$ cat src/rtl/twb_pkg.sv
`timescale 1ns / 1ps
`default_nettype none

package twb_pkg;

  localparam int OP_W  = 33;
  localparam int ACC_W = 66;

  localparam int PWM_LIMIT_DEF       = 8300;
  localparam int YAW_RATE_OFFSET_DEF = 0;

  localparam logic signed [OP_W-1:0] SQRT3_Q30      = 33'sd1859775393;
  localparam logic signed [OP_W-1:0] HALF_SQRT3_Q30 = 33'sd929887697;
  localparam logic signed [OP_W-1:0] LPF_KEEP       = 33'sd2867;
  localparam logic signed [OP_W-1:0] LPF_TAKE       = 33'sd1229;
  localparam logic signed [OP_W-1:0] NEG_HALF_Q30   = -33'sd536870912;

  localparam logic signed [ACC_W-1:0] INT_CLAMP = 66'sd110592000;
  localparam logic signed [ACC_W-1:0] Z_LIMIT   = 66'sd524287;

  typedef enum logic [3:0] {
    REG_ROLL_TARGET  = 4'd0,
    REG_PITCH_TARGET = 4'd1,
    REG_SPEED_GAIN_P = 4'd2,
    REG_SPEED_GAIN_I = 4'd3,
    REG_TILT_GAIN_P  = 4'd4,
    REG_TILT_GAIN_D  = 4'd5,
    REG_SPIN_GAIN_P  = 4'd6,
    REG_SPIN_GAIN_D  = 4'd7
  } reg_idx_t;

  typedef struct packed {
    logic signed [14:0] roll_target;
    logic signed [14:0] pitch_target;
    logic [23:0]        speed_gain_p;
    logic [23:0]        speed_gain_i;
    logic [23:0]        tilt_gain_p;
    logic [23:0]        tilt_gain_d;
    logic [23:0]        spin_gain_p;
    logic [23:0]        spin_gain_d;
  } cfg_regs_t;

  typedef enum logic [4:0] {
    ST_IDLE, ST_SY,
    ST_FX1, ST_FX2, ST_IX, ST_VX1, ST_VX2, ST_BX1, ST_BX2, ST_MX,
    ST_FY1, ST_FY2, ST_IY, ST_VY1, ST_VY2, ST_BY1, ST_BY2, ST_MY,
    ST_Z1, ST_Z2, ST_Z3, ST_DA,
    ST_B1, ST_B2, ST_B3, ST_C1, ST_C2, ST_C3, ST_DONE
  } state_t;

  typedef enum logic [1:0] {
    BASE_ZERO,
    BASE_ACC,
    BASE_EXT
  } base_sel_t;

  typedef struct packed {
    logic                     en;
    base_sel_t                base;
    logic signed [OP_W-1:0]   opa;
    logic signed [OP_W-1:0]   opb;
    logic signed [ACC_W-1:0]  ext;
  } mac_ctl_t;

  function automatic logic signed [ACC_W-1:0] tshift(input logic signed [ACC_W-1:0] v,
                                                     input int unsigned s);
    logic signed [ACC_W-1:0] bias;
    bias = v[ACC_W-1] ? ((66'sd1 <<< s) - 66'sd1) : 66'sd0;
    return (v + bias) >>> s;
  endfunction

  function automatic logic signed [31:0] sat32(input logic signed [ACC_W-1:0] v);
    logic signed [31:0] r;
    if (v > 66'sd2147483647) begin
      r = 32'sh7FFFFFFF;
    end else if (v < -66'sd2147483648) begin
      r = 32'sh80000000;
    end else begin
      r = v[31:0];
    end
    return r;
  endfunction

  function automatic logic signed [14:0] drive(input logic signed [ACC_W-1:0] v,
                                               input logic signed [15:0] lim);
    logic signed [ACC_W-1:0] hi;
    logic signed [ACC_W-1:0] lo;
    logic signed [ACC_W-1:0] r;
    hi = (66'(lim) > 66'sd16383) ? 66'sd16383 : 66'(lim);
    lo = (-66'(lim) < -66'sd16384) ? -66'sd16384 : -66'(lim);
    if (v > hi) begin
      r = hi;
    end else if (v < lo) begin
      r = lo;
    end else begin
      r = v;
    end
    return r[14:0];
  endfunction

endpackage

`default_nettype wire

$ cat src/rtl/twb_mac.sv
`timescale 1ns / 1ps
`default_nettype none

module twb_mac (
  input  wire                                    clk,
  input  twb_pkg::mac_ctl_t                      ctl,
  output logic signed [twb_pkg::ACC_W-1:0]       acc
);

  logic signed [twb_pkg::ACC_W-1:0] acc_r;
  logic signed [twb_pkg::ACC_W-1:0] acc_nxt;
  logic signed [twb_pkg::ACC_W-1:0] base;

  always_comb begin
    unique case (ctl.base)
      twb_pkg::BASE_ACC: base = acc_r;
      twb_pkg::BASE_EXT: base = ctl.ext;
      default:           base = '0;
    endcase
    acc_nxt = base + ctl.opa * ctl.opb;
  end

  always_ff @(posedge clk) begin
    if (ctl.en) begin
      acc_r <= acc_nxt;
    end
  end

  assign acc = acc_r;

endmodule

`default_nettype wire

$ cat config.mk
export PLATFORM = sky130hd
export DESIGN_NAME = twb_mac
export DESIGN_NICKNAME = d
export VERILOG_FILES = /design/src/rtl/twb_pkg.sv /design/src/rtl/twb_mac.sv
export SDC_FILE = /design/constraint.sdc
export NUM_CORES = 2
export LEC_CHECK = 0
export BUFFER_PORTS_ARGS = -buffer_cell sky130_fd_sc_hd__buf_4
export CAP_MARGIN = 20
export CORE_MARGIN = 2
export CORE_UTILIZATION = 55
export DETAILED_ROUTE_END_ITERATION = 16
export PLACE_DENSITY = 0.69
export SLEW_MARGIN = 20
export SYNTH_ARGS = -nofsm -noshare
export SYNTH_HDL_FRONTEND = slang
export SYNTH_SLANG_ARGS = --single-unit
$ cat constraint.sdc
create_clock -name clk -period 23.8 [get_ports clk]
set_input_delay 1.19 -clock clk [delete_from_list [all_inputs] [get_ports clk]]
set_output_delay 1.19 -clock clk [all_outputs]
set_load 0.01 [all_outputs]
---- Word level (Yosys, flattened, before mapping) ----
Index checks and enable logic that the tools add are counted.
cells by class
  add/sub/neg operators ................... 1
  multipliers ............................. 1
  equality and inequality tests ........... 2
  mux-type cells .......................... 1
operators with widths
  kind                                                 number
  one-hot mux 66 bit (2 select lines)                  1
  adder 66 bit                                         1
  multiplier 33 x 33 -> 66 bit                         1
  equality test 2 x 1 -> 1 bit, second input constant  1
  equality test 2 bit, second input constant           1
storage, ports and cells
  flip-flop bits (word level) ............. 66
  input bits .............................. 136

---- Depth between registers and ports, before layout ----
  word-level depth ........................ 3
  depth in mapped cells ................... 31
  mapped depth without buffers ............ 29

---- Worst setup path after synthesis ----
Ideal clock, no wire load.
  path type ............................... input to register
  from .................................... in ctl[131] (netlist name)
  to ...................................... reg acc_r (netlist bit acc[64]), data pin
  setup time .............................. 0.260 ns
  arrival time ............................ 8.682 ns
  required time ........................... 23.540 ns
  path slack .............................. 14.859 ns
  stages .................................. 26
  path buffers ............................ 2
  cells stage by stage .................... clkbuf_1 nand2_1 inv_1 fa_1 fa_1 inv_1 fa_1 fa_1 inv_1 fa_1 inv_1 fa_1 fa_1 fa_1 inv_1 ha_1 clkbuf_1 a21o_1 a211oi_2 o31ai_1 a21oi_2 o31ai_4 a221oi_4 a31oi_2 a221oi_2 xnor2_1
on the way
  longest elaborated chain between the ends .. 2
ends and longest elaborated chain
  element                       line           RTL
  from (decl)                   twb_mac.sv:6   input twb_pkg::mac_ctl_t ctl,
  multiplier 33 x 33 -> 66 bit  twb_mac.sv:20  acc_nxt = base + ctl.opa * ctl.opb;
  adder 66 bit                  twb_mac.sv:20
  via acc_nxt (one bit)         twb_mac.sv:11  logic signed [twb_pkg::ACC_W-1:0] acc_nxt;
  to (signal assigned)          twb_mac.sv:25  acc_r <= acc_nxt;
  to (decl)                     twb_mac.sv:10  logic signed [twb_pkg::ACC_W-1:0] acc_r;
The timed path passes the listed nets, and every way through them passes these cells.
A chain may end at the register's enable or synchronous reset.

---- Worst setup path in the final report ----
  from .................................... in ctl[131] (netlist name)
  to ...................................... reg acc_r (netlist bit acc[61]), data pin
Same word-level chain as after synthesis.

==> run metrics <==
share of layout cells above drive strength 1 0.0505; fin cells around 6000; H-Tree Depth 3; share of the synthesized area in the top cell type 0.556; Synth area leader fa_1; dpl hpwl between 100 and 150 mm; post-CTS setup buffer count 0; post-DR vias/cell roughly 5.4; GPL Wtd Cong approximately 0.96; row cnt 104; drt initial violations approximately 2600; max reg flops 66; Synth warnings 0; crit-path max FO 33; Pins Over Slew Limit 0; Mapped Avg Cell Area 9.37 um^2; first-pass GRT wire length approximately 200 mm; CP startpoint kind input pin; DR vias 31700; most used standard cell by instance count after synthesis inv_1; number of max-cap violations 0; post-cts sizing count 0; Setup Skew 0.00910 ns; DRT Wirelength 123 mm; die area around 84000 um^2; Final Core Density 0.585; final net count between 6000 and 7000; syn nets roughly 6400; Critical Path AT approximately 9.6 ns; Worst-Skew Late Latency 0.36 ns; Rel. slew slack 0.330; Post-CTS Hold Buffers 0; Setup violations, final 0; Seq/Total Area, Yosys 0.0441; synthesized flop and latch total 66; CTS Buffer Depth 2; period utilization 0.398; CTS tree built; Die H 290 um; Clock Tree Root clkbuf_16; cell mode on critical path fa_1; Main synth FF type edfxtp_1; drt wl/cell around 21 um; vias in the first global route between 30000 and 40000; Slew @ Worst Pin between 1 and 1.5 ns; number of enable flip-flop cells after synthesis 66; Starting Density 0.557; DP Cell Count around 6000; Setup CP Type in2reg; crit path time final between 9 and 10 ns; Setup TNS 0 ns; DRC 0; TritonCTS Buffers 9; synth top area cells fa_1 (56%), inv_1 (11%), and2_1 (7.6%); synth unique cells a little over 60; Synth Cell Area about 45000 um^2; IO Count between 200 and 250; Clock Pin Slew Worst Setup and Hold Paths 0.06 ns; Post-synth top cells inv_1 (1351), fa_1 (1249), nand2_1 (561); final hold vios 0; CP max stage cell fa_1; initial antenna violation count 9; area growth from synthesis to layout 5.12%; asr flop ratio synth 0; Hold WC Path Type reg2reg; status finished clean; filler instances 7046; count of port buffers added during placement between 200 and 250; core area 80800 um^2; Critical Path RT around 24 ns; ANT nets after route 0; crit-path max cell delay about 1.0 ns; Total GRT Usage 0.310; Critical Path End Type register; TritonRoute pass-1 iters 7; TritonCTS sink count 66; RSZ-0062 raised after global routing no; Gate Count Post-Synth roughly 4800; grt ovf 0; die width about 290 um; Highest Clock Rate between 100 and 150 MHz; largest net degree at the start of global routing 67
routing by layer:
layer / global-route usage / wire length [um] / up-vias
met3: 0.0840 / 14100 / 154
met4: 0.0575 / 2250 / 4
met2: 0.435 / 51700 / 1503
met5: 0 / 25 / -
met1: 0.484 / 55100 / 16400
li1: - / - / 13600
area by class of cell:
type | instances | area [um^2] | area share
Antenna cell | 8 | 20.0 | 0.000423
Clock buffer | 11 | 233 | 0.00492
Clock inverter | 5 | 55.1 | 0.00116
Inverter | 1351 | 5070 | 0.107
Multi-Input combinational cell | 3150 | 37100 | 0.783
Sequential cell | 66 | 1980 | 0.0419
Tap cell | 1060 | 1330 | 0.0280
Timing Repair Buffer | 207 | 1550 | 0.0329
worst max-delay path, delay by kind of cell:
kind,cells,cell delay (ns)
AOI/OAI and AO/OA,8,1.51
adders and majority gates,9,5.10
buffers and inverters,6,1.25
and+or+nand+nor,3,0.51
logic make-up (layout without fill, tap and decap cells):
family	Yosys count	in the layout	synth area share
adder cells (fa/ha/maj)	1484	1484	0.621
XOR/XNOR	74	74	0.0144
multiplexers	1	1	0.000250
buffers and inverters	1585	1574	0.133
AO/OA/AOI/OAI	294	294	0.0452
other	0	8	0
flip-flops	66	66	0.0441
AND/OR/NAND/NOR	1297	1297	0.142
stage by stage:
step / setup WS (ns) / hold WS, ns / area, um^2
floorplan: 14.86 / 0.753 / 45000
global placement: 14.01 / 0.716 / 47000
detailed placement: 13.99 / 0.724 / 47000
CTS: 14.33 / 0.744 / 47300
global route: 13.94 / 0.814 / 47300
finish: 14.33 / 0.737 / 47300
cell usage in the layout, fill, tap and decap left out, types with 3 or more instances in the layout:
master / count
inv_1: 1351
fa_1: 1249
nand2_1: 561
and2_1: 546
ha_1: 233
buf_4: 207
nor2_1: 116
a21oi_1: 72
a22oi_1: 66
edfxtp_1: 66
xnor2_1: 52
a21o_1: 41
o21ai_0: 33
xor2_1: 22
nand2b_1: 16
o21bai_1: 13
and3_1: 13
nand4_1: 12
a211oi_1: 10
clkbuf_16: 9
diode_2: 8
nor3_1: 8
o21a_1: 7
nor2b_1: 7
o21ai_1: 7
nand3_1: 7
o211ai_1: 5
or2_2: 4
a31oi_1: 4
o31ai_1: 3
a41oi_1: 3
a21boi_0: 3
final timing paths:
path / start / to / slack [ns] / cells past startpoint
max: ctl[131] / acc[61] / 14.33 / 26
min: acc[0] / acc[0] / 0.74 / 3
max reg2reg: acc[28] / acc[64] / 16.26 / 24
min reg2reg: acc[0] / acc[0] / 0.74 / 3
Power is not shown: default switching activity piles up to over one toggle a cycle in this logic, so the estimate is an artifact.
