==> config.mk <==
export PLATFORM = sky130hd
export DESIGN_NAME = twb_cfg_flat
export DESIGN_NICKNAME = d
export VERILOG_FILES = /design/src/rtl/twb_pkg.sv /design/src/rtl/twb_if.sv /design/src/rtl/twb_cfg.sv /design/src/flat_wrapper.sv
export SDC_FILE = /design/constraint.sdc
export NUM_CORES = 1
export LEC_CHECK = 0
export BUFFER_PORTS_ARGS = -buffer_cell sky130_fd_sc_hd__buf_2
export CELL_PAD_IN_SITES_DETAIL_PLACEMENT = 1
export CELL_PAD_IN_SITES_GLOBAL_PLACEMENT = 1
export CORE_UTILIZATION = 34
export DETAILED_ROUTE_END_ITERATION = 8
export PLACE_DENSITY = 0.85
export SLEW_MARGIN = 0
export SYNTH_ARGS = -nofsm -noshare
export SYNTH_HDL_FRONTEND = slang
export SYNTH_SLANG_ARGS = --single-unit
==> constraint.sdc <==
create_clock -name clk -period 1.44 [get_ports clk]
set_input_delay 0.288 -clock clk [delete_from_list [all_inputs] [get_ports clk]]
set_output_delay 0.288 -clock clk [all_outputs]
set_load 0.005 [all_outputs]
==> src/rtl/twb_pkg.sv <==
`timescale 1ns / 1ps
`default_nettype none

package twb_pkg;

  localparam int OP_W  = 33;
  localparam int ACC_W = 66;

  localparam int PWM_LIMIT_DEF       = 8300;
  localparam int YAW_RATE_OFFSET_DEF = 0;

  localparam logic signed [OP_W-1:0] SQRT3_Q30      = 33'sd1859775393;
  localparam logic signed [OP_W-1:0] HALF_SQRT3_Q30 = 33'sd929887697;
  localparam logic signed [OP_W-1:0] LPF_KEEP       = 33'sd2867;
  localparam logic signed [OP_W-1:0] LPF_TAKE       = 33'sd1229;
  localparam logic signed [OP_W-1:0] NEG_HALF_Q30   = -33'sd536870912;

  localparam logic signed [ACC_W-1:0] INT_CLAMP = 66'sd110592000;
  localparam logic signed [ACC_W-1:0] Z_LIMIT   = 66'sd524287;

  typedef enum logic [3:0] {
    REG_ROLL_TARGET  = 4'd0,
    REG_PITCH_TARGET = 4'd1,
    REG_SPEED_GAIN_P = 4'd2,
    REG_SPEED_GAIN_I = 4'd3,
    REG_TILT_GAIN_P  = 4'd4,
    REG_TILT_GAIN_D  = 4'd5,
    REG_SPIN_GAIN_P  = 4'd6,
    REG_SPIN_GAIN_D  = 4'd7
  } reg_idx_t;

  typedef struct packed {
    logic signed [14:0] roll_target;
    logic signed [14:0] pitch_target;
    logic [23:0]        speed_gain_p;
    logic [23:0]        speed_gain_i;
    logic [23:0]        tilt_gain_p;
    logic [23:0]        tilt_gain_d;
    logic [23:0]        spin_gain_p;
    logic [23:0]        spin_gain_d;
  } cfg_regs_t;

  typedef enum logic [4:0] {
    ST_IDLE, ST_SY,
    ST_FX1, ST_FX2, ST_IX, ST_VX1, ST_VX2, ST_BX1, ST_BX2, ST_MX,
    ST_FY1, ST_FY2, ST_IY, ST_VY1, ST_VY2, ST_BY1, ST_BY2, ST_MY,
    ST_Z1, ST_Z2, ST_Z3, ST_DA,
    ST_B1, ST_B2, ST_B3, ST_C1, ST_C2, ST_C3, ST_DONE
  } state_t;

  typedef enum logic [1:0] {
    BASE_ZERO,
    BASE_ACC,
    BASE_EXT
  } base_sel_t;

  typedef struct packed {
    logic                     en;
    base_sel_t                base;
    logic signed [OP_W-1:0]   opa;
    logic signed [OP_W-1:0]   opb;
    logic signed [ACC_W-1:0]  ext;
  } mac_ctl_t;

  function automatic logic signed [ACC_W-1:0] tshift(input logic signed [ACC_W-1:0] v,
                                                     input int unsigned s);
    logic signed [ACC_W-1:0] bias;
    bias = v[ACC_W-1] ? ((66'sd1 <<< s) - 66'sd1) : 66'sd0;
    return (v + bias) >>> s;
  endfunction

  function automatic logic signed [31:0] sat32(input logic signed [ACC_W-1:0] v);
    logic signed [31:0] r;
    if (v > 66'sd2147483647) begin
      r = 32'sh7FFFFFFF;
    end else if (v < -66'sd2147483648) begin
      r = 32'sh80000000;
    end else begin
      r = v[31:0];
    end
    return r;
  endfunction

  function automatic logic signed [14:0] drive(input logic signed [ACC_W-1:0] v,
                                               input logic signed [15:0] lim);
    logic signed [ACC_W-1:0] hi;
    logic signed [ACC_W-1:0] lo;
    logic signed [ACC_W-1:0] r;
    hi = (66'(lim) > 66'sd16383) ? 66'sd16383 : 66'(lim);
    lo = (-66'(lim) < -66'sd16384) ? -66'sd16384 : -66'(lim);
    if (v > hi) begin
      r = hi;
    end else if (v < lo) begin
      r = lo;
    end else begin
      r = v;
    end
    return r[14:0];
  endfunction

endpackage

`default_nettype wire

==> src/rtl/twb_if.sv <==
`timescale 1ns / 1ps
`default_nettype none


interface twb_cfg_if;
  logic        valid;
  logic        ready;
  logic [3:0]  index;
  logic [23:0] data;
  modport source(output valid, index, data, input ready);
  modport sink(input valid, index, data, output ready);
endinterface

`default_nettype wire

==> src/rtl/twb_cfg.sv <==
`timescale 1ns / 1ps
`default_nettype none

module twb_cfg (
  input  wire               clk,
  input  wire               rst_n,
  twb_cfg_if.sink           cfg_wr,
  output twb_pkg::cfg_regs_t regs
);

  twb_pkg::cfg_regs_t regs_r;
  twb_pkg::cfg_regs_t regs_nxt;

  assign cfg_wr.ready = 1'b1;
  assign regs = regs_r;

  always_comb begin
    regs_nxt = regs_r;
    if (cfg_wr.valid) begin
      unique case (cfg_wr.index)
        twb_pkg::REG_ROLL_TARGET:  regs_nxt.roll_target  = cfg_wr.data[14:0];
        twb_pkg::REG_PITCH_TARGET: regs_nxt.pitch_target = cfg_wr.data[14:0];
        twb_pkg::REG_SPEED_GAIN_P: regs_nxt.speed_gain_p = cfg_wr.data;
        twb_pkg::REG_SPEED_GAIN_I: regs_nxt.speed_gain_i = cfg_wr.data;
        twb_pkg::REG_TILT_GAIN_P:  regs_nxt.tilt_gain_p  = cfg_wr.data;
        twb_pkg::REG_TILT_GAIN_D:  regs_nxt.tilt_gain_d  = cfg_wr.data;
        twb_pkg::REG_SPIN_GAIN_P:  regs_nxt.spin_gain_p  = cfg_wr.data;
        twb_pkg::REG_SPIN_GAIN_D:  regs_nxt.spin_gain_d  = cfg_wr.data;
        default:                   regs_nxt = regs_r;
      endcase
    end
  end

  always_ff @(posedge clk) begin
    if (!rst_n) begin
      regs_r.roll_target  <= -15'sd288;
      regs_r.pitch_target <= 15'sd19;
      regs_r.speed_gain_p <= 24'd163840;
      regs_r.speed_gain_i <= 24'd123;
      regs_r.tilt_gain_p  <= 24'd3686400;
      regs_r.tilt_gain_d  <= 24'd634880;
      regs_r.spin_gain_p  <= 24'd40960;
      regs_r.spin_gain_d  <= 24'd4096;
    end else begin
      regs_r <= regs_nxt;
    end
  end

endmodule

`default_nettype wire

==> src/flat_wrapper.sv <==
// flat-port wrapper written by rule: the top's interface ports become plain ports
module twb_cfg_flat 
  (clk, rst_n, regs, cfg_wr_valid, cfg_wr_index, cfg_wr_data, cfg_wr_ready);
  twb_cfg_if cfg_wr_i ();
  input  wire clk;
  input  wire rst_n;
  output twb_pkg::cfg_regs_t regs;
  input wire logic [$bits(cfg_wr_i.valid)-1:0] cfg_wr_valid;
  input wire logic [$bits(cfg_wr_i.index)-1:0] cfg_wr_index;
  input wire logic [$bits(cfg_wr_i.data)-1:0] cfg_wr_data;
  output wire logic [$bits(cfg_wr_i.ready)-1:0] cfg_wr_ready;
  assign cfg_wr_i.valid = cfg_wr_valid;
  assign cfg_wr_i.index = cfg_wr_index;
  assign cfg_wr_i.data = cfg_wr_data;
  assign cfg_wr_ready = cfg_wr_i.ready;
  twb_cfg u_core (.clk(clk), .rst_n(rst_n), .cfg_wr(cfg_wr_i), .regs(regs));
endmodule
[After elaboration in Yosys (flattened, before gate mapping)]
Index checks and enable logic that the tools add are counted.
Word-level totals
  register bits after elaboration: 174
  output and inout bits: 175
  logic and storage cells: 24
Cells by class
  eq/ne operators: 7
  reduce and logical (&&, ||, !) cells: 9
Operators by type and width (count)
  $eq 4x3->1 const B: 4
  $reduce_and 2->1: 8
  $eq 4x2->1 const B: 2
  $eq 4x1->1 const B: 1
  $logic_not 4->1: 1

[Depth between registers and ports, before layout]
  depth in word-level cells: 2
  gate-level depth with buffers: 7
  depth with buffers taken out: 3

[Worst setup path before layout]
No wires, ideal clock.
  path kind: input -> register
  start: in cfg_wr_index[3]
  end: reg u_core.regs_r, in the netlist u_core.regs[128]
  setup time: 126 ps
  data arrival time: 1345 ps
  setup slack: -30 ps
  stages: 5
  path buffers: 3
  cell sequence: buf_2 or4_1 buf_2 buf_6 mux2i_1
Between the ends
  cells in the longest elaborated chain, start to end: 2
Ends and longest elaborated chain
  from (decl): RTL line flat_wrapper.sv:9  | input wire logic [$bits(cfg_wr_i.index)-1:0] cfg_wr_index;
  $eq 4x2->1: RTL line twb_cfg.sv:20  | unique case (cfg_wr.index)
  $reduce_and 2->1 (no line)
  to (signal assigned): RTL line twb_cfg.sv:45  | regs_r <= regs_nxt;
  to (decl): RTL line twb_cfg.sv:11  | twb_pkg::cfg_regs_t regs_r;
Every way passes these cells.
A chain may end at the register's enable or synchronous reset.

[Worst setup path in the final report]
  start: reg u_core.regs_r, in the netlist u_core.regs[12]
  end: out regs[12] (netlist bit)
RTL lines
  to (decl): RTL line flat_wrapper.sv:7  | output twb_pkg::cfg_regs_t regs;
No word-level cell between the ends.

==> flow_summary.toml <==
[run_status]
status = "completed"

[yosys]
ys_warn_count = 0
synth_cell_types = 27
post_synth_main_area_contributors = "dfxtp_1, mux2i_1, nand2_1"
synth-simple-area-share = 0.1520
yosys.area.top_type = "dfxtp_1"
synth_top_family_by_area = "multiplexers"
synth_edf_count = 0
synth_most_common_cell = "dfxtp_1"
syn_nets = 663
synthXorXnorAreaFrac = 0
seq_area_frac_synth = 0.5363
synth_area_sq_um = 6495
netlist_instances = 632
synthFlopType = "dfxtp_1"
synthMuxAreaShare = 0.2497
ys_top_cells_by_count = "dfxtp_1, nand2_1, mux2i_1"
ys_seq_elements = 174
synth_fa_ha_area_frac = 0
netlist.area_leader.share = 0.5363
async_flop_share = 0
synth_area_per_cell_sq_um = 10.28
synth_compound_area_frac = 0.01907

[sta]
fin_skew_ns = 0
hold_slack_ns = 0.1526
slew_violations = 0
hold_viol = 0
finalSetupTns_ns = 0
rsz0062_at_grt = "false"
finalSetupViolCount = 0
fmax_mhz = 829.3
period_minus_slack_ns = 1.206
min_period_over_period = 0.8374

[final_layout]
drive_above_1_share = 0.3322
syn2layout_area_growth_pct = 33.96
largest_register_ffs = 174
n_fill_cell = 2162
antenna_cells = 0
fin_nets = 888
final_core_utilization = 0.4652

[critical_path]
path_cells = "buf_2"
ff2ff_path_depth = 2
worstSetupPathType = "register to output pin"
cp.required_ns = 1.15
max_stage_delay_ns = 0.36
cp_slowest_cell = "dfxtp_1"
crit_cells = 1
r2r_setup_slack_ns = 0.66
worstPathArrival_ns = 0.92
start_kind = "register"
crit_fanout = 2
cp-startpoint = "u_core.regs[12]"
critPathCaptureType = "output pin"
crit_family = "flip-flops"
worst-path-buf-inv = 1
r2r-end = "u_core.regs[73]"
crit-reg2reg-launch = "u_core.regs[73]"

[clock_network]
cts_made_buffers = 17
clockBufferDepth = 2
postCtsResizedCells = 0
post-cts-setup-buffer-count = 0
ctsHoldBuffers = 0
clkLatencyLatePin_ns = 0.41
htreeDepth = 4
clk_pin_slew_ns = 0.07
cts_sinks = 174
tritoncts = "yes"
cts_root_buffer = "clkbuf_16"

[placed_design]
place_congestion = 0.8389
dp_hpwl_microns = 14900
io_buffers = 204

[hold_path]
hold_start = "cfg_wr_data[14]"
whs_endpoint = "u_core.regs[173]"
hold_class = "input pin to register"
holdPathStages = 3

[global_routing]
grt_max_degree = 35
grt_remaining_overflow = 0
grtUsageTotal = 0.2141
grt_pass1_vias = 5496
grt_first_pass_wirelength_microns = 31600
antenna_found_initial = 0

[drt]
viasPerCell = 4.798
drt_iter0_drc = 147
drc = 0
wl_per_cell_microns = 18.58
routed_wl_microns = 20510
firstDrtPassIters = 4
num_vias = 5297
ant_nets = 0

[power]
pwr_density_cell_nw_per_um2 = 1161
p_total_w = 0.01010
leakage_nw = 4.290
vdd_ir_drop_max_uv = 805.5

[floorplan]
ios = 206
design.core.area_sq_um = 18710
dieArea_sq_um = 19660
num_rows = 50
initial_core_util = 0.3472
die_w_microns = 140.2
die_h_microns = 140.2

[job]
max_cap_viol_count = 0
[power by group]
part | internal (W) | total (W) | switching (W)
clock | 0.00267 | 0.00458 | 0.00190
sequential | 0.00488 | 0.00491 | 0.0000345
combinational | 0.000254 | 0.000615 | 0.000361
[cell usage in the layout (no fill, tap or decap), types with 2 or more instances in the layout]
cell | synthesis | layout
nor2_4 | 0 | 2
mux2i_1 | 162 | 162
clkinv_2 | 0 | 2
clkbuf_8 | 0 | 6
a21oi_1 | 10 | 10
nand3_1 | 5 | 5
nand2b_1 | 7 | 7
o211ai_1 | 6 | 6
buf_12 | 0 | 14
buf_2 | 7 | 203
buf_4 | 9 | 33
dfxtp_1 | 174 | 174
nand2_1 | 168 | 168
inv_6 | 0 | 2
clkbuf_1 | 22 | 2
inv_1 | 7 | 7
nor2b_1 | 32 | 32
o31ai_1 | 2 | 2
clkbuf_16 | 0 | 17
[layer usage]
layer	GRT usage	vias up	wire length, microns
met4	0.08791	0	464
met1	0.2550	2592	8965
met3	0.04000	31	646
li1	-	2539	-
met2	0.3779	135	10440
met5	0	-	0
[final cells by class]
| type | instances | area (sq um) | area share |
|---|---|---|---|
| Multi-Input combinational cell | 406 | 2754 | 0.3165 |
| Timing Repair Buffer | 251 | 1555 | 0.1787 |
| Clock buffer | 25 | 515.5 | 0.05925 |
| Inverter | 7 | 26.28 | 0.003020 |
| Tap cell | 234 | 292.8 | 0.03365 |
| Sequential cell | 174 | 3483 | 0.4003 |
| Clock inverter | 7 | 73.82 | 0.008484 |
[per-stage QoR]
step | area [sq um] | std cells | setup slack, ns
after floorplan | 6501 | 632 | -0.01380
after global placement | 8112 | 1072 | -0.1374
after detailed placement | 8112 | 1072 | -0.1624
after CTS | 8701 | 1104 | 0.2040
after global routing | 8701 | 1104 | 0.1942
final | 8701 | 1104 | 0.2341
[worst reg2reg max path: stages (launching register included)]
cell	delay, ns
dfxtp_1	0.36
nand2_1	0.07
mux2i_1	0.24
[worst max-delay path by stage]
stage	endpoint	slack (ns)
after floorplan	u_core.regs[104]	-0.01
after global placement	u_core.regs[129]	-0.14
after detailed placement	u_core.regs[124]	-0.16
after CTS	regs[73]	0.20
after global routing	regs[73]	0.19
final	regs[12]	0.23
[kinds of logic after synthesis]
| family | count (synthesis) |
|---|---|
| AND/OR/NAND/NOR | 223 |
| buffers and inverters | 52 |
| other | 1 |
| flip-flops | 174 |
| AO/OA/AOI/OAI | 20 |
| multiplexers | 162 |
Power figures use the tool's default switching activity.
